==> src/rtl/sts_pkg.sv <==
package sts_pkg;

  // payload widths
  localparam int ValueW  = 14;
  localparam int StatusW = 2;

  // table size and match reduction grouping
  localparam int DefaultDepth = 256;
  localparam int GroupSize    = 64;

  // operation codes
  localparam logic OpLoad   = 1'b0;
  localparam logic OpSearch = 1'b1;

  // status codes
  localparam logic [StatusW-1:0] StLoadOk   = 2'd0;
  localparam logic [StatusW-1:0] StLoadFull = 2'd1;
  localparam logic [StatusW-1:0] StFound    = 2'd2;
  localparam logic [StatusW-1:0] StAbsent   = 2'd3;

  // what one cell hands to the cell above it
  typedef struct packed {
    logic              gt;
    logic              valid;
    logic [ValueW-1:0] entry;
  } sts_link_t;

endpackage

==> src/rtl/sts_cell.sv <==
module sts_cell (
  input  logic                      clk_i,
  input  logic                      rst_ni,
  input  logic                      ins_en_i,
  input  logic [sts_pkg::ValueW-1:0] key_i,
  input  sts_pkg::sts_link_t        left_i,
  output sts_pkg::sts_link_t        link_o,
  output logic                      match_o
);
  import sts_pkg::*;

  logic [ValueW-1:0] entry_q, entry_d;
  logic              valid_q, valid_d;
  logic              match_q;
  logic              gt;

  // an empty cell counts as greater, so the new word lands at the end
  assign gt = !valid_q || (entry_q > key_i);

  always_comb begin
    entry_d = entry_q;
    valid_d = valid_q;
    if (ins_en_i) begin
      if (left_i.gt) begin
        entry_d = left_i.entry;
        valid_d = left_i.valid;
      end else if (gt) begin
        entry_d = key_i;
        valid_d = 1'b1;
      end
    end
  end

  always_ff @(posedge clk_i) begin
    entry_q <= entry_d;
  end

  always_ff @(posedge clk_i or negedge rst_ni) begin
    if (!rst_ni) begin
      valid_q <= 1'b0;
      match_q <= 1'b0;
    end else begin
      valid_q <= valid_d;
      match_q <= valid_q && (entry_q == key_i);
    end
  end

  assign link_o.gt    = gt;
  assign link_o.valid = valid_q;
  assign link_o.entry = entry_q;
  assign match_o      = match_q;

endmodule

==> config.mk <==
export PLATFORM = sky130hd
export DESIGN_NAME = sts_cell
export DESIGN_NICKNAME = d
export VERILOG_FILES = /design/src/rtl/sts_pkg.sv /design/src/rtl/sts_cell.sv
export SDC_FILE = /design/constraint.sdc
export NUM_CORES = 1
export LEC_CHECK = 0
export BUFFER_PORTS_ARGS = -buffer_cell sky130_fd_sc_hd__buf_2
export CAP_MARGIN = 0
export CORE_UTILIZATION = 45
export DETAILED_ROUTE_END_ITERATION = 7
export PLACE_DENSITY_LB_ADDON = 0.08
export SLEW_MARGIN = 0
export SYNTH_ARGS = -nofsm -noshare
export SYNTH_HDL_FRONTEND = slang
export SYNTH_SLANG_ARGS = --single-unit
==> constraint.sdc <==
create_clock -name clk_i -period 3.2 [get_ports clk_i]
set_input_delay 0.48 -clock clk_i [delete_from_list [all_inputs] [get_ports clk_i]]
set_output_delay 0.48 -clock clk_i [all_outputs]
set_load 0.05 [all_outputs]
======== After elaboration in Yosys (flattened, before gate mapping) ========
Index checks and enable logic that the tools add are counted.
word-level totals
  flip-flop bits (word level) ............. 16
  word-level logic and storage cells ...... 14
  input bits .............................. 33
  output and inout port bits .............. 17
operators by class
  mux-type cells .......................... 4
  reduce and logical (&&, ||, !) cells .... 5
  $lt $le $gt $ge ......................... 1
  equal/unequal tests ..................... 1
operator list
  kind                 count
  $mux W14             2
  $eq A14 B14 Y1       1
  $gt A14 B14 Y1       1
  $mux W1              2
  $reduce_and A2 Y1    1
  $reduce_bool A2 Y1   1
  $logic_and A1 B1 Y1  1
  $logic_not A1 Y1     1
  $logic_or A1 B1 Y1   1

======== Depth between registers and ports, before layout ========
  depth in word-level cells ............... 4
  gate-level depth with buffers ........... 7
  depth with buffers taken out ............ 6

======== Least setup slack after synthesis ========
Ideal clock, no wire load.
  path type ............................... reg-to-reg
  start ................................... register entry_q[13]
  end ..................................... register entry_q[0] (enable)
  required time ........................... 2.806 ns
  arrival ................................. 2.392 ns
  library setup time ...................... 0.394 ns
  clock period less this slack ............ 2.785 ns
  buffers on the path ..................... 0
  stages on the path, launching flop included .. 6
  slack ................................... 0.415 ns
  cell sequence ........................... edfxtp_1 ha_1 and4_4 nand4_4 a31o_1 a41oi_1
on the way
  cells in the longest elaborated chain, start to end .. 4
RTL lines
  element                       RTL line        text
  start, declared               sts_cell.sv:12  logic [ValueW-1:0] entry_q, entry_d;
  start signal, assigned        sts_cell.sv:35  entry_q <= entry_d;
  $gt A14 B14 Y1                sts_cell.sv:18  assign gt = !valid_q || (entry_q > key_i);
  $logic_or A1 B1 Y1            sts_cell.sv:18
  $reduce_bool A2 Y1 (no line)  n/a
  $reduce_and A2 Y1 (no line)   n/a
Every way passes these cells.
A chain may end at the register's enable or synchronous reset.

==> reports/qor.yml <==
status: "complete, no violations"
antenna_found_initial: 0
htreeDepth: 1
min_period_ps: 2496
combPwrFrac_pct: 32.1
p_total_uw: 546.1
ant_nets: 0
place_inst: 176
area_growth_pct: 29.31
ys_warn_count: 0
hold_class: "in -> reg"
slew_headroom_pct: 62.36
p_sw_uw: 191.7
r2r_cells: 6
rsz0062_at_grt: "no"
drt_pre_antenna_iters: 2
hold_depth: 3
final_core_util_pct: 61.22
io_pins: 50
hold_ws_ps: 413.8
fin_crit_sh_pct: 78.01
syn-instance-count: 102
required_ps: 2720
ys_types: 28
grt_max_degree: 30
cp_top_family: "compound AO/OA/AOI/OAI gates"
report.final.slew_viol_count: 0
grt_pass1_wl_um: 3381
power_density_nw_per_um2: 407.2
layout-drive-gt1-share_pct: 37.91
dp_hpwl_um: 1544
design_area_um2: 1341
initial_core_util_pct: 47.34
fin_skew_ps: 9.842
max_freq_mhz: 400.6
die_area_um2: 2501
syn_area_per_cell_um2: 10.17
clk_latency_ps: 290
worstSetupStartpointType: "flop"
tns_ps: 0
final-instance-count-excl-fill: 181
seq_area_frac_synth_pct: 45.36
viasPerCell: 4.856
cp_max_fo: 2
die_h_um: 50.01
path_clk_slew_ps: 100
dr_total_vias: 879
synth-seq-cells: 16
wl_per_cell_um: 10.69
post-route-drc-count: 0
cts_root_buf: "clkbuf_4"
numCtsBuffers: 3
cpPeakStageDelay_ps: 430
cp_cell_sequence: "ha_1 -> a21oi_1 -> nor2_1 -> a2111oi_0 -> a31oi_1 -> buf_2"
power.leakage_nw: 0.6918
setup_viol: 0
critical_path_class: "reg -> out"
synth_area_um2: 1037
fp.coreArea_um2: 2191
final_hold_viol_count: 0
clock-sinks: 16
setup_ws_ps: 703.8
nets: 201
dp_slack_ps: 806.9
critPathBufInv: 1
clock_path_buffers: 2
drv_cap: 0
drtIter0Drc: 11
synth_nets: 149
worst_slew_pin_slew_ps: 550.3
clock_power_share_pct: 21.1
first_global_vias: 827
cts_tree: "built"
track_usage_pct: 17.90
fp.dieW_um: 50.01
io_buffer_count: 49
endpoint_kind: "primary output"
row_count: 17
diodes: 0
gp_congestion: 0.7285
seq_power_share_pct: 46.8
crit_cells: 6
routed_wl_um: 1934
switching_share_pct: 35.10
slowest_stage: "a2111oi_0"
internal-power_uw: 354.4
irDropWorstVdd_uv: 235.5
grt-ovfl-total: 0
placed_area_um2: 1305
crit_arrival_ps: 2020
nFillCells: 207
power by group through the flow:
stage | Clock [mW] | Sequential [mW] | Combinational (mW)
after detailed placement | 0 | 0.261 | 0.176
after CTS | 0.120 | 0.256 | 0.177
final | 0.115 | 0.256 | 0.175
after global routing | 0.125 | 0.258 | 0.194
after global placement | 0 | 0.260 | 0.174
after floorplan | 0 | 0.311 | 0.0781
layer usage:
metal  vias to the layer above  GRT usage, %  routed length (um)
met1                       384         23.06                 875
met5                         -             0                   0
met4                         0         7.143                  31
met2                        28         28.89                 924
met3                         4         3.704                 102
li1                        463             -                   -
cell usage in the layout (no fill, tap or decap), types with 2 or more instances in the layout:
cell type / count
nand3_1: 2
buf_2: 49
nand2_1: 15
a21o_1: 2
clkbuf_4: 3
dfrtp_1: 2
ha_1: 14
inv_1: 16
buf_4: 2
a21oi_1: 2
o21ai_1: 4
o21ai_0: 11
edfxtp_1: 14
worst register-to-register path: stages, from the launching register on:
cell and delay, ps:
edfxtp_1 400, ha_1 320, and4_4 250, nand4_4 110, a31o_1 220, a41oi_1 230
buf_4 220
worst paths after layout:
check                                 start          to  slack [ps]
worst max-delay path            entry_q[11]  link_o[15]         700
worst min-delay path             left_i[14]     valid_q         410
worst max register to register  entry_q[13]  entry_q[0]        1160
worst min register to register      valid_q     valid_q         590
max in group asynchronous            rst_ni     valid_q        2620
min in group asynchronous            rst_ni     match_o         490
cell families (layout without fill, tap and decap cells):
| logic type | count (synthesis) | count (layout) | share of synthesized area [%] |
|---|---|---|---|
| AOI/OAI and AO/OA | 26 | 26 | 16.04 |
| muxes | 1 | 1 | 1.086 |
| buffers and inverters | 21 | 72 | 8.444 |
| and+or+nand+nor | 24 | 24 | 12.18 |
| DFF | 16 | 16 | 45.36 |
| adders and majority gates | 14 | 14 | 16.89 |
cell type report:
type / instances / area, um^2 / share of cell area (%)
inverters: 16 / 60.06 / 4.478
clock buffers: 4 / 26.28 / 1.959
multi-input cells: 65 / 479.2 / 35.73
repair buffers: 52 / 270.3 / 20.15
flip-flops and latches: 16 / 470.5 / 35.07
well taps: 28 / 35.03 / 2.612
sequential cells by signal, indices dropped and copies added, names as in the netlist:
signal / flops
entry_q: 14
match_o: 1
valid_q: 1
synth_stat cells, drive strengths merged:
library cell | n | share of area [%]
nor2 | 1 | 0.36
a2111oi | 1 | 0.84
mux2 | 1 | 1.1
a21o | 2 | 1.4
o21bai | 1 | 0.72
and2 | 1 | 0.60
o41ai | 1 | 1.6
nor2b | 1 | 0.60
o21ai | 15 | 7.2
nand3 | 2 | 0.97
a31o | 1 | 0.84
dfrtp | 2 | 4.8
nor3 | 1 | 0.48
and4 | 1 | 1.1
nand2 | 15 | 5.4
a221o | 1 | 0.97
nand4 | 2 | 2.7
buf | 3 | 1.9
clkbuf | 2 | 0.72
edfxtp | 14 | 41
a41oi | 1 | 0.84
a31oi | 1 | 0.60
inv | 16 | 5.8
ha | 14 | 17
a21oi | 2 | 0.97
repair_timing:
item	in CTS	in global routing
hold buffers	1	0
buffers inserted	0	0
gates resized for setup	0	0
endpoints found under the hold margin	2	0
Note: power is estimated with default switching activity, not from simulation.
