<file path="config.mk">
export PLATFORM = sky130hd
export DESIGN_NAME = sts_match_tree
export DESIGN_NICKNAME = d
export VERILOG_FILES = /design/src/rtl/sts_pkg.sv /design/src/rtl/sts_match_tree.sv
export SDC_FILE = /design/constraint.sdc
export NUM_CORES = 1
export LEC_CHECK = 0
export ABC_AREA = 1
export BUFFER_PORTS_ARGS = -buffer_cell sky130_fd_sc_hd__buf_4
export CAP_MARGIN = 20
export CORE_AREA = 2 2 99 101
export CTS_CLUSTER_SIZE = 10
export DETAILED_ROUTE_END_ITERATION = 8
export DIE_AREA = 0 0 101 103
export HOLD_SLACK_MARGIN = 0.02
export PLACE_DENSITY_LB_ADDON = 0.12
export SLEW_MARGIN = 15
export SYNTH_ARGS = -nofsm -noshare
export SYNTH_HDL_FRONTEND = slang
export SYNTH_SLANG_ARGS = --single-unit
</file>
<file path="constraint.sdc">
create_clock -name clk_i -period 0.8 [get_ports clk_i]
set_input_delay 0.04 -clock clk_i [delete_from_list [all_inputs] [get_ports clk_i]]
set_output_delay 0.04 -clock clk_i [all_outputs]
set_load 0.05 [all_outputs]
</file>
<file path="src/rtl/sts_pkg.sv">
package sts_pkg;

  // payload widths
  localparam int ValueW  = 14;
  localparam int StatusW = 2;

  // table size and match reduction grouping
  localparam int DefaultDepth = 256;
  localparam int GroupSize    = 64;

  // operation codes
  localparam logic OpLoad   = 1'b0;
  localparam logic OpSearch = 1'b1;

  // status codes
  localparam logic [StatusW-1:0] StLoadOk   = 2'd0;
  localparam logic [StatusW-1:0] StLoadFull = 2'd1;
  localparam logic [StatusW-1:0] StFound    = 2'd2;
  localparam logic [StatusW-1:0] StAbsent   = 2'd3;

  // what one cell hands to the cell above it
  typedef struct packed {
    logic              gt;
    logic              valid;
    logic [ValueW-1:0] entry;
  } sts_link_t;

endpackage

</file>
<file path="src/rtl/sts_match_tree.sv">
module sts_match_tree #(
  parameter int DEPTH = sts_pkg::DefaultDepth
) (
  input  logic             clk_i,
  input  logic             rst_ni,
  input  logic [DEPTH-1:0] match_i,
  output logic             any_o
);
  import sts_pkg::*;

  localparam int NumGroups = (DEPTH + GroupSize - 1) / GroupSize;

  logic [NumGroups-1:0] group_d, group_q;

  // first level: or of each group of cells, registered
  always_comb begin
    for (int g = 0; g < NumGroups; g++) begin
      group_d[g] = 1'b0;
      for (int c = 0; c < GroupSize; c++) begin
        if (g * GroupSize + c < DEPTH) begin
          group_d[g] = group_d[g] | match_i[g * GroupSize + c];
        end
      end
    end
  end

  always_ff @(posedge clk_i or negedge rst_ni) begin
    if (!rst_ni) begin
      group_q <= '0;
    end else begin
      group_q <= group_d;
    end
  end

  assign any_o = |group_q;

endmodule

</file>
## Yosys cells after proc, flatten, opt, wreduce, memory -nomap -nowiden

Cells that the tools add are included.
W data, S select, Z words.

- Register bits after elaboration: 4
- Bits of input ports: 258
- Output and inout bits: 1
- Word-level logic and storage cells: 254

- Bitwise operators: 252
- Reduce and logical (&&, ||, !) cells: 1

Operators with widths:

| cell | number |
|---|---|
| $or A1 B1 Y1 | 252 |
| $reduce_or A4 Y1 | 1 |

## Longest topological paths before layout

Gate-level depths: netlist (run 1).

- Word-level depth: 63
- Gate-level depth with buffers: 6
- Mapped depth without buffers: 6

## Worst setup path after synthesis (run 1)

OpenSTA, ideal clock, no wires.

- Path kind: reg-to-output
- Start point: register group_q[3]
- End point: output port any_o
- Arrival time: 717 ps
- Data required time: 760 ps
- Path slack: 43 ps
- Stages on the path, launching flop included: 3
- Buffers on the path: 0
- Path through: dfrtp_1 nor2_1 nand2_1

- Word-level cells in the longest chain between the ends: 1

Ends and longest elaborated chain:

| what | line | source |
|---|---|---|
| start, declared | sts_match_tree.sv:13 | `logic [NumGroups-1:0] group_d, group_q;` |
| start signal, assigned | sts_match_tree.sv:31 | `group_q <= group_d;` |
| $reduce_or A4 Y1 | sts_match_tree.sv:35 | `assign any_o = \|group_q;` |
| end, declared | sts_match_tree.sv:7 | `output logic any_o` |

Every way passes these cells.

## Worst setup path after layout (run 1)

- Start point: register group_q[2]
- End point: output port any_o

Same word-level chain as after synthesis.

==> results.json, run 1 <==
{
  "status": "finished with violations",
  "violations": "setup timing",
  "hold-path-cell-count": 7,
  "crit_required_ns": 0.76,
  "seq_area_um2": 100,
  "cts_max_level": 1,
  "relSlewSlack_pct": 89.2,
  "crit_type": "reg -> out",
  "power_density_mw_per_mm2": 559,
  "peakVddDrop_v": 0.000302,
  "synth.net_count": 517,
  "p_leak_nw": 1.62,
  "cp.arrival_ns": 0.92,
  "track_usage_pct": 11.0,
  "rows": 36,
  "max_freq_ghz": 1.04,
  "setup_viol": 1,
  "grt_pass1_vias": 2238,
  "die_y_um": 103,
  "crit_chain": "nor2_2 -> nand2_1 -> buf_6",
  "cts_buffers": 3,
  "synth_top_family_by_area": "simple AND/OR/NAND/NOR gates",
  "syn-instance-count": 259,
  "hold_path_end": "group_q[3]$_DFF_PN0_",
  "multiInputGateArea_um2": 960,
  "grt_pass1_wl_um": 9020,
  "final.setup.worst_slack_ns": -0.160,
  "setup_tns_ns": -0.160,
  "cts_root_buffer": "clkbuf_8",
  "synth_compound_area_share_pct": 0,
  "cts_tree": "done",
  "cp-end-kind": "output pin",
  "finalCritPeriodShare_pct": 120,
  "worst_hold_path_type": "in -> reg",
  "grt_antenna_before_repair": 0,
  "synth_area_per_cell_um2": 4.08,
  "largest_reg_flops": 4,
  "drt-wirelength-per-cell_um": 10.1,
  "antenna_cells": 0,
  "postSynthRegisterBits": 4,
  "final_cell_count_no_fill": 635,
  "ys_seq_area_share_pct": 9.47,
  "io_buffers": 258,
  "min_period_ns": 0.960,
  "cts.sinks": 4,
  "core_mm2": 0.00946,
  "io_pins": 259,
  "place.gp.congestion": 0.781,
  "ys_warn_count": 0,
  "die-area_mm2": 0.0104,
  "largest-register": "group_q",
  "hold_start": "match_i[217]",
  "maxCapViolCount": 0,
  "slew_violations": 0,
  "synth_mux_area_share_pct": 0,
  "top_regs": "group_q (4)",
  "clk_pin_slew_ns": 0.03,
  "dp_cells": 631,
  "initial_utilization_pct": 11.2,
  "hold_viol_final": 0,
  "grt_overflow": 0,
  "clock_path_buffers": 2,
  "synthXorXnorAreaFrac_pct": 0,
  "grt_max_degree": 5,
  "tightest_slew_ns": 0.162,
  "yosys.area_share.adder_pct": 0,
  "synthesis.area_mm2": 0.00106,
  "routed_wl_um": 6430,
  "post_synth_num_cell_types": 3,
  "rsz0062_at_grt": "yes",
  "slowest_delay_ns": 0.39,
  "die_w_um": 101,
  "worstSetupStartpointType": "flip-flop",
  "detail_route.iter0.violations": 21,
  "nFillCells": 1044,
  "synthSimpleGateAreaFrac_pct": 90.5,
  "vias": 2351,
  "cp_max_fo": 1,
  "whs_ns": 0.165,
  "first_pass_iters": 4,
  "viasPerCell": 3.70,
  "area_growth_pct": 202,
  "drive_gt1_share_pct": 50.3,
  "drc": 0,
  "cp_slowest_cell": "dfrtp_1",
  "postRouteAntennaNets": 0,
  "nets": 781,
  "hpwlAfterDp_um": 6100
}
## cell usage after synthesis (all sizes together)
cell / instances / area share (%)
dfrtp: 4 / 9.5
nand2: 85 / 30
nor2: 170 / 60
## how the worst max path moves through the flow
stage,start,end,slack [ns],cells after the start
finish,group_q[2]$_DFF_PN0_,any_o,-0.16,3
floorplan,group_q[3]$_DFF_PN0_,any_o,0.04,2
global placement,match_i[7],group_q[0]$_DFF_PN0_,-0.14,7
global route,group_q[2]$_DFF_PN0_,any_o,-0.22,3
CTS,group_q[2]$_DFF_PN0_,any_o,-0.20,3
detailed placement,match_i[7],group_q[0]$_DFF_PN0_,-0.11,7
## routing by layer
metal,track usage (%),up-vias,part of all wire (%)
met2,22.7,141,55
met1,10.3,900,31
met3,3.25,8,11
met4,3.22,0,1.7
li1,-,1302,-
met5,0,-,0
## what timing repair did
item / CTS / global route
endpoints found under the hold margin: 4 / 0
cloned: 0 / 0
buffers inserted: 0 / 0
hold buffers: 1 / 0
resized for setup: 1 / 1
endpoints found under the setup margin: 1 / 1
## critical path: cells and delay by family, from the launching register on
kind	cells	cell delay, ns
flip-flops	1	0.39
buffers and inverters	1	0.16
AND/OR/NAND/NOR	2	0.15
## power breakdown
| part | internal [mW] | switching [mW] | total, mW |
|---|---|---|---|
| Combinational | 0.875 | 0.276 | 1.15 |
| Sequential | 0.204 | 0 | 0.204 |
| Clock | 0.321 | 0.109 | 0.430 |
## cell families (layout without fill, tap and decap cells)
logic type,Yosys count,count (layout)
DFF,4,4
buffers and inverters,0,262
and+or+nand+nor,255,255
## layout by cell type, fill, tap and decap left out
master,count
clkbuf_8,3
buf_6,1
nor2_2,1
dlygate4sd3_1,1
nor2_1,169
dfrtp_1,4
buf_4,257
nand2_1,85
## through the flow
| step | setup WS [ns] | total power [mW] | util [%] | area, µm² |
|---|---|---|---|---|
| finish | -0.160 | 1.79 | 33.8 | 3190 |
| global route | -0.217 | 1.95 | 33.8 | 3190 |
| CTS | -0.204 | 1.82 | 33.7 | 3190 |
| detailed placement | -0.107 | 1.36 | 33.2 | 3140 |
| global placement | -0.135 | 1.35 | 33.2 | 3140 |
| floorplan | 0.0431 | 0.388 | - | 1060 |
## area by class of cell
cell class	count	share of cell area, %
Timing Repair Buffer	259	61.1
Multi-Input combinational cell	255	30.0
Tap cell	114	4.47
Sequential cell	4	3.13
Clock buffer	3	1.29
No activity file was read; power rests on OpenSTA's default activity.
==> run 2, diff against run 1 <==
--- a/config.mk
+++ b/config.mk
@@ -5,13 +5,12 @@
 export SDC_FILE = /design/constraint.sdc
 export NUM_CORES = 1
 export LEC_CHECK = 0
-export ABC_AREA = 1
 export BUFFER_PORTS_ARGS = -buffer_cell sky130_fd_sc_hd__buf_4
 export CAP_MARGIN = 20
-export CORE_AREA = 2 2 99 101
+export CORE_AREA = 2 2 101 103
 export CTS_CLUSTER_SIZE = 10
 export DETAILED_ROUTE_END_ITERATION = 8
-export DIE_AREA = 0 0 101 103
+export DIE_AREA = 0 0 103 105
 export HOLD_SLACK_MARGIN = 0.02
 export PLACE_DENSITY_LB_ADDON = 0.12
 export SLEW_MARGIN = 15
==> run 2 against run 1 <==
The flow still finishes with violations (setup timing). Final area grew 12%. Worst hold slack worse by 0.045 ns. Highest routed layer unchanged. Largest cell class unchanged. First-iteration DRC count grew to 3.0 times the previous value. Die area up 4.0%. Area after synthesis is 37% lower. Critical endpoint unchanged.
==> results.json, run 2 <==
{
  "rsz0062_at_grt": "yes",
  "place.gp.congestion": 0.789,
  "yosys-top-cells-area": "nor4_1, dfrtp_1, nand4_1",
  "crit_type": "reg -> out",
  "core_mm2": 0.00964,
  "cp-end-kind": "output pin",
  "top_regs": "group_q (4)",
  "final.setup.worst_slack_ns": -0.510,
  "drive_gt1_share_pct": 92.0,
  "postRouteAntennaNets": 0,
  "maxCapViolCount": 0,
  "grt_busiest_layer": "met2",
  "cts_buffers": 3,
  "yosysTopAreaCell": "nor4_1",
  "synth-main-ff-cell": "dfrtp_1",
  "use_met3_pct": 1.34,
  "area_growth_pct": 441,
  "rows": 36,
  "routed_wl_um": 7370,
  "combinationalPowerShare_pct": 68.9,
  "cp_max_fo": 1,
  "track_usage_pct": 12.5,
  "cts.sinks": 4,
  "multiInputGateArea_mm2": 0.00119,
  "p_switching_uw": 561,
  "io_buffers": 258,
  "synth.net_count": 347,
  "max_freq_ghz": 0.763,
  "grt_pass1_wl_um": 10600,
  "die_w_um": 103,
  "grt_max_degree": 5,
  "setup_viol": 5,
  "ys_warn_count": 0,
  "power_density_mw_per_mm2": 573,
  "postSynthRegisterBits": 4,
  "layout_commonest_cell": "buf_4",
  "finalCritPeriodShare_pct": 164,
  "largest_reg_flops": 4,
  "synth_top_area_share_pct": 56.6,
  "die-area_mm2": 0.0108,
  "relSlewSlack_pct": 81.8,
  "sw_frac_of_total_pct": 27.3,
  "status": "finished with violations",
  "clk_pin_slew_ns": 0.03,
  "design_area_mm2": 0.00359,
  "crit_required_ns": 0.76,
  "seqPwrFrac_pct": 9.9,
  "synth_edf_count": 0,
  "cts_max_level": 1,
  "cts_root_buffer": "clkbuf_8",
  "most-common-layout-cells": "buf_4, buf_6, nor4_4, nor4_2, nand4_1",
  "tightest_slew_ns": 0.270,
  "die_y_um": 105,
  "synthTopCellsByCount": "nor4_1, nand4_1, or4_1",
  "antenna_cells": 0,
  "peakVddDrop_v": 0.000167,
  "grt_pass1_vias": 2238,
  "post_synth_num_cell_types": 5,
  "synth_most_common_cell": "nor4_1",
  "whs_ns": 0.119,
  "slew_violations": 0,
  "drt-wirelength-per-cell_um": 15.2,
  "viasPerCell": 4.11,
  "first_pass_iters": 2,
  "violations": "setup timing",
  "detail_route.iter0.violations": 63,
  "min_period_ns": 1.31,
  "p_clk_share_pct": 21.2,
  "intPower_mw": 1.50,
  "cp.arrival_ns": 1.27,
  "hold_viol_final": 0,
  "async_flop_share_pct": 100,
  "grt_antenna_before_repair": 0,
  "drc": 0,
  "p_leak_nw": 1.46,
  "vias": 1987,
  "nFillCells": 984,
  "dp_slack_ns": -0.594,
  "worstSetupStartpointType": "flip-flop",
  "dpl_cell_area_mm2": 0.00298,
  "syn-instance-count": 89,
  "synth_area_per_cell_um2": 7.45,
  "largest-register": "group_q",
  "io_pins": 259,
  "grt_overflow": 0,
  "use_met2_pct": 25.9,
  "seq_area_um2": 100,
  "cts_tree": "done",
  "clock_path_buffers": 2,
  "nets": 611,
  "synthesis.area_um2": 663,
  "ys_seq_area_share_pct": 15.1,
  "initial_utilization_pct": 6.88,
  "worst_hold_path_type": "in -> reg",
  "met1_usage_pct": 12.5
}
run 2: final cells by class:
type	count	area share [%]
clock buffer	3	1.15
multi-input combinational	85	33.2
sequential	4	2.79
tap	133	4.64
timing repair buffer	259	58.2
run 2: metrics by stage:
stage | power [mW] | instances | utilization (%) | TNS, ns
2_1_floorplan | 0.291 | 89 | - | -1.07
3_3_place_gp | 1.33 | 480 | 30.9 | -2.34
3_5_place_dp | 1.34 | 480 | 30.9 | -2.40
4_1_cts | 1.97 | 484 | 35.0 | -1.24
5_1_grt | 2.19 | 484 | 37.2 | -1.43
6_report | 2.06 | 484 | 37.2 | -1.22
run 2: kinds of logic (layout without fill, tap and decap cells):
kind of cell,after synthesis,after routing,synth area share [%]
and+or+nand+nor,85,85,84.9
DFF,4,4,15.1
buffers and inverters,0,262,0
run 2: power groups by stage:
| stage | Combinational [mW] | Sequential, mW | Clock (mW) |
|---|---|---|---|
| after floorplan | 0.0846 | 0.206 | 0 |
| final | 1.42 | 0.204 | 0.436 |
| after detailed placement | 1.14 | 0.206 | 0 |
| after global routing | 1.50 | 0.203 | 0.479 |
| after CTS | 1.31 | 0.203 | 0.464 |
| after global placement | 1.13 | 0.206 | 0 |
run 2: worst paths after layout:
kind,startpoint,endpoint,depth (start not counted)
max in group asynchronous,rst_ni,group_q[3]$_DFF_PN0_,2
min in group asynchronous,rst_ni,group_q[1]$_DFF_PN0_,2
worst min-delay path,match_i[15],group_q[0]$_DFF_PN0_,4
worst max-delay path,group_q[0]$_DFF_PN0_,any_o,2
run 2: worst max-delay path: stages, from the launching register on:
cell and delay (ns):
dfrtp_1 0.35, or4_4 0.54, buf_8 0.17
run 2: per-layer routing:
metal  share of wire [%]  wire length [µm]
met2                  59              4350
met4                 1.1                84
met5                   0                 0
met1                  32              2340
met3                 8.0               593
run 2: repair_timing:
action	in CTS	in global routing
hold endpoints to repair	4	0
pin swaps	37	18
hold buffers	1	0
setup buffers	0	0
gates resized for setup	61	33
endpoints found under the setup margin	5	5
==> run 3, diff against run 2 <==
--- a/config.mk
+++ b/config.mk
@@ -5,14 +5,15 @@
 export SDC_FILE = /design/constraint.sdc
 export NUM_CORES = 1
 export LEC_CHECK = 0
-export BUFFER_PORTS_ARGS = -buffer_cell sky130_fd_sc_hd__buf_4
 export CAP_MARGIN = 20
-export CORE_AREA = 2 2 101 103
+export CORE_AREA = 2 2 99 101
 export CTS_CLUSTER_SIZE = 10
 export DETAILED_ROUTE_END_ITERATION = 8
-export DIE_AREA = 0 0 103 105
+export DIE_AREA = 0 0 101 103
+export DONT_BUFFER_PORTS = 1
 export HOLD_SLACK_MARGIN = 0.02
 export PLACE_DENSITY_LB_ADDON = 0.12
+export SKIP_CTS_REPAIR_TIMING = 1
 export SLEW_MARGIN = 15
 export SYNTH_ARGS = -nofsm -noshare
 export SYNTH_HDL_FRONTEND = slang
==> run 3 against run 2 <==
The run still ends with setup timing left. Clock-buffer cell count unchanged. Worst hold slack worse by 0.064 ns. Maximum frequency up 4.2%. First-iteration DRC count down 35%. Clock power down 5.7%. Routed wire length down 28%.
==> results.json, run 3 (same netlist as run 2, synthesis figures left out) <==
{
  "cts_max_level": 1,
  "routed_wl_um": 5340,
  "slew_violations": 0,
  "core_mm2": 0.00946,
  "peakVddDrop_v": 0.000386,
  "antenna_cells": 0,
  "top_regs": "group_q (4)",
  "first_pass_iters": 4,
  "hold_viol_final": 0,
  "place.gp.congestion": 0.835,
  "cts_tree": "done",
  "cp_max_fo": 1,
  "cp.arrival_ns": 1.22,
  "layout_commonest_cell": "nor4_2",
  "final_cell_count_no_fill": 207,
  "setup_viol": 5,
  "setup_tns_ns": -0.909,
  "drc": 0,
  "cp_top_family": "simple AND/OR/NAND/NOR gates",
  "grt_antenna_before_repair": 0,
  "grt_max_degree": 5,
  "cp_slowest_cell": "or4_4",
  "final_core_util_pct": 14.2,
  "violations": "setup timing",
  "tightest_slew_ns": 0.290,
  "largest_reg_flops": 4,
  "status": "finished with violations",
  "io_pins": 259,
  "area_growth_pct": 103,
  "drive_gt1_share_pct": 63.4,
  "dp_slack_ns": -0.444,
  "dpl_cell_area_mm2": 0.00102,
  "io_buffers": 0,
  "grt_pass1_wl_um": 6060,
  "clk_pin_slew_ns": 0.03,
  "nets": 353,
  "die_w_um": 101,
  "worstSetupStartpointType": "flip-flop",
  "cts_root_buffer": "clkbuf_8",
  "grt_pass1_vias": 1168,
  "rows": 36,
  "cts.sinks": 4,
  "clock_path_buffers": 2,
  "finalCritPeriodShare_pct": 157,
  "max_freq_ghz": 0.795,
  "die_y_um": 103,
  "die-area_mm2": 0.0104,
  "drt-wirelength-per-cell_um": 25.8,
  "crit_required_ns": 0.76,
  "vias": 1071,
  "dp_cells": 203,
  "cp-end-kind": "output pin",
  "crit_type": "reg -> out",
  "rsz0062_at_grt": "yes",
  "hpwlAfterDp_um": 4970,
  "relSlewSlack_pct": 80.5,
  "slowest_delay_ns": 0.65,
  "cts_buffers": 3,
  "largest-register": "group_q",
  "critPathBufInv": 0,
  "most-common-layout-cells": "nor4_2, nor4_4, nand4_1, nor4_1, or4_4",
  "worst_hold_path_type": "in -> reg",
  "maxCapViolCount": 0,
  "final.setup.worst_slack_ns": -0.458,
  "postRouteAntennaNets": 0,
  "power_uw": 747,
  "whs_ns": 0.0549,
  "design_area_mm2": 0.00135,
  "p_leak_nw": 0.158,
  "min_period_ns": 1.26,
  "track_usage_pct": 7.97,
  "detail_route.iter0.violations": 41,
  "power_density_mw_per_mm2": 556,
  "crit_chain": "or4_4",
  "initial_utilization_pct": 7.01,
  "grt_overflow": 0,
  "viasPerCell": 5.17
}
==> run 3: layout make-up <==
type,count,area [µm²]
clock buffer,3,41.3
multi-input combinational,85,1050
sequential,4,100
tap,114,143
fill,1047,8110
timing repair buffer,1,10.0
==> run 3: path summary, 6_finish.rpt <==
kind	startpoint	endpoint	slack, ns	cells after the start
max	group_q[1]$_DFF_PN0_	any_o	-0.46	1
max in group asynchronous	rst_ni	group_q[3]$_DFF_PN0_	0.53	1
min	match_i[15]	group_q[0]$_DFF_PN0_	0.05	3
min in group asynchronous	rst_ni	group_q[1]$_DFF_PN0_	0.10	1
==> run 3: routing by layer <==
layer / GRT usage [%] / routed length, µm
met1: 9.60 / 1810
met2: 13.9 / 2810
met3: 1.76 / 548
met4: 3.01 / 177
met5: 0 / 0
==> run 3: power by group <==
group | internal, mW | switching (mW) | total, mW
registers | 0.204 | 0 | 0.204
clock network | 0.320 | 0.0913 | 0.411
logic | 0.105 | 0.0274 | 0.133
total | 0.629 | 0.119 | 0.747
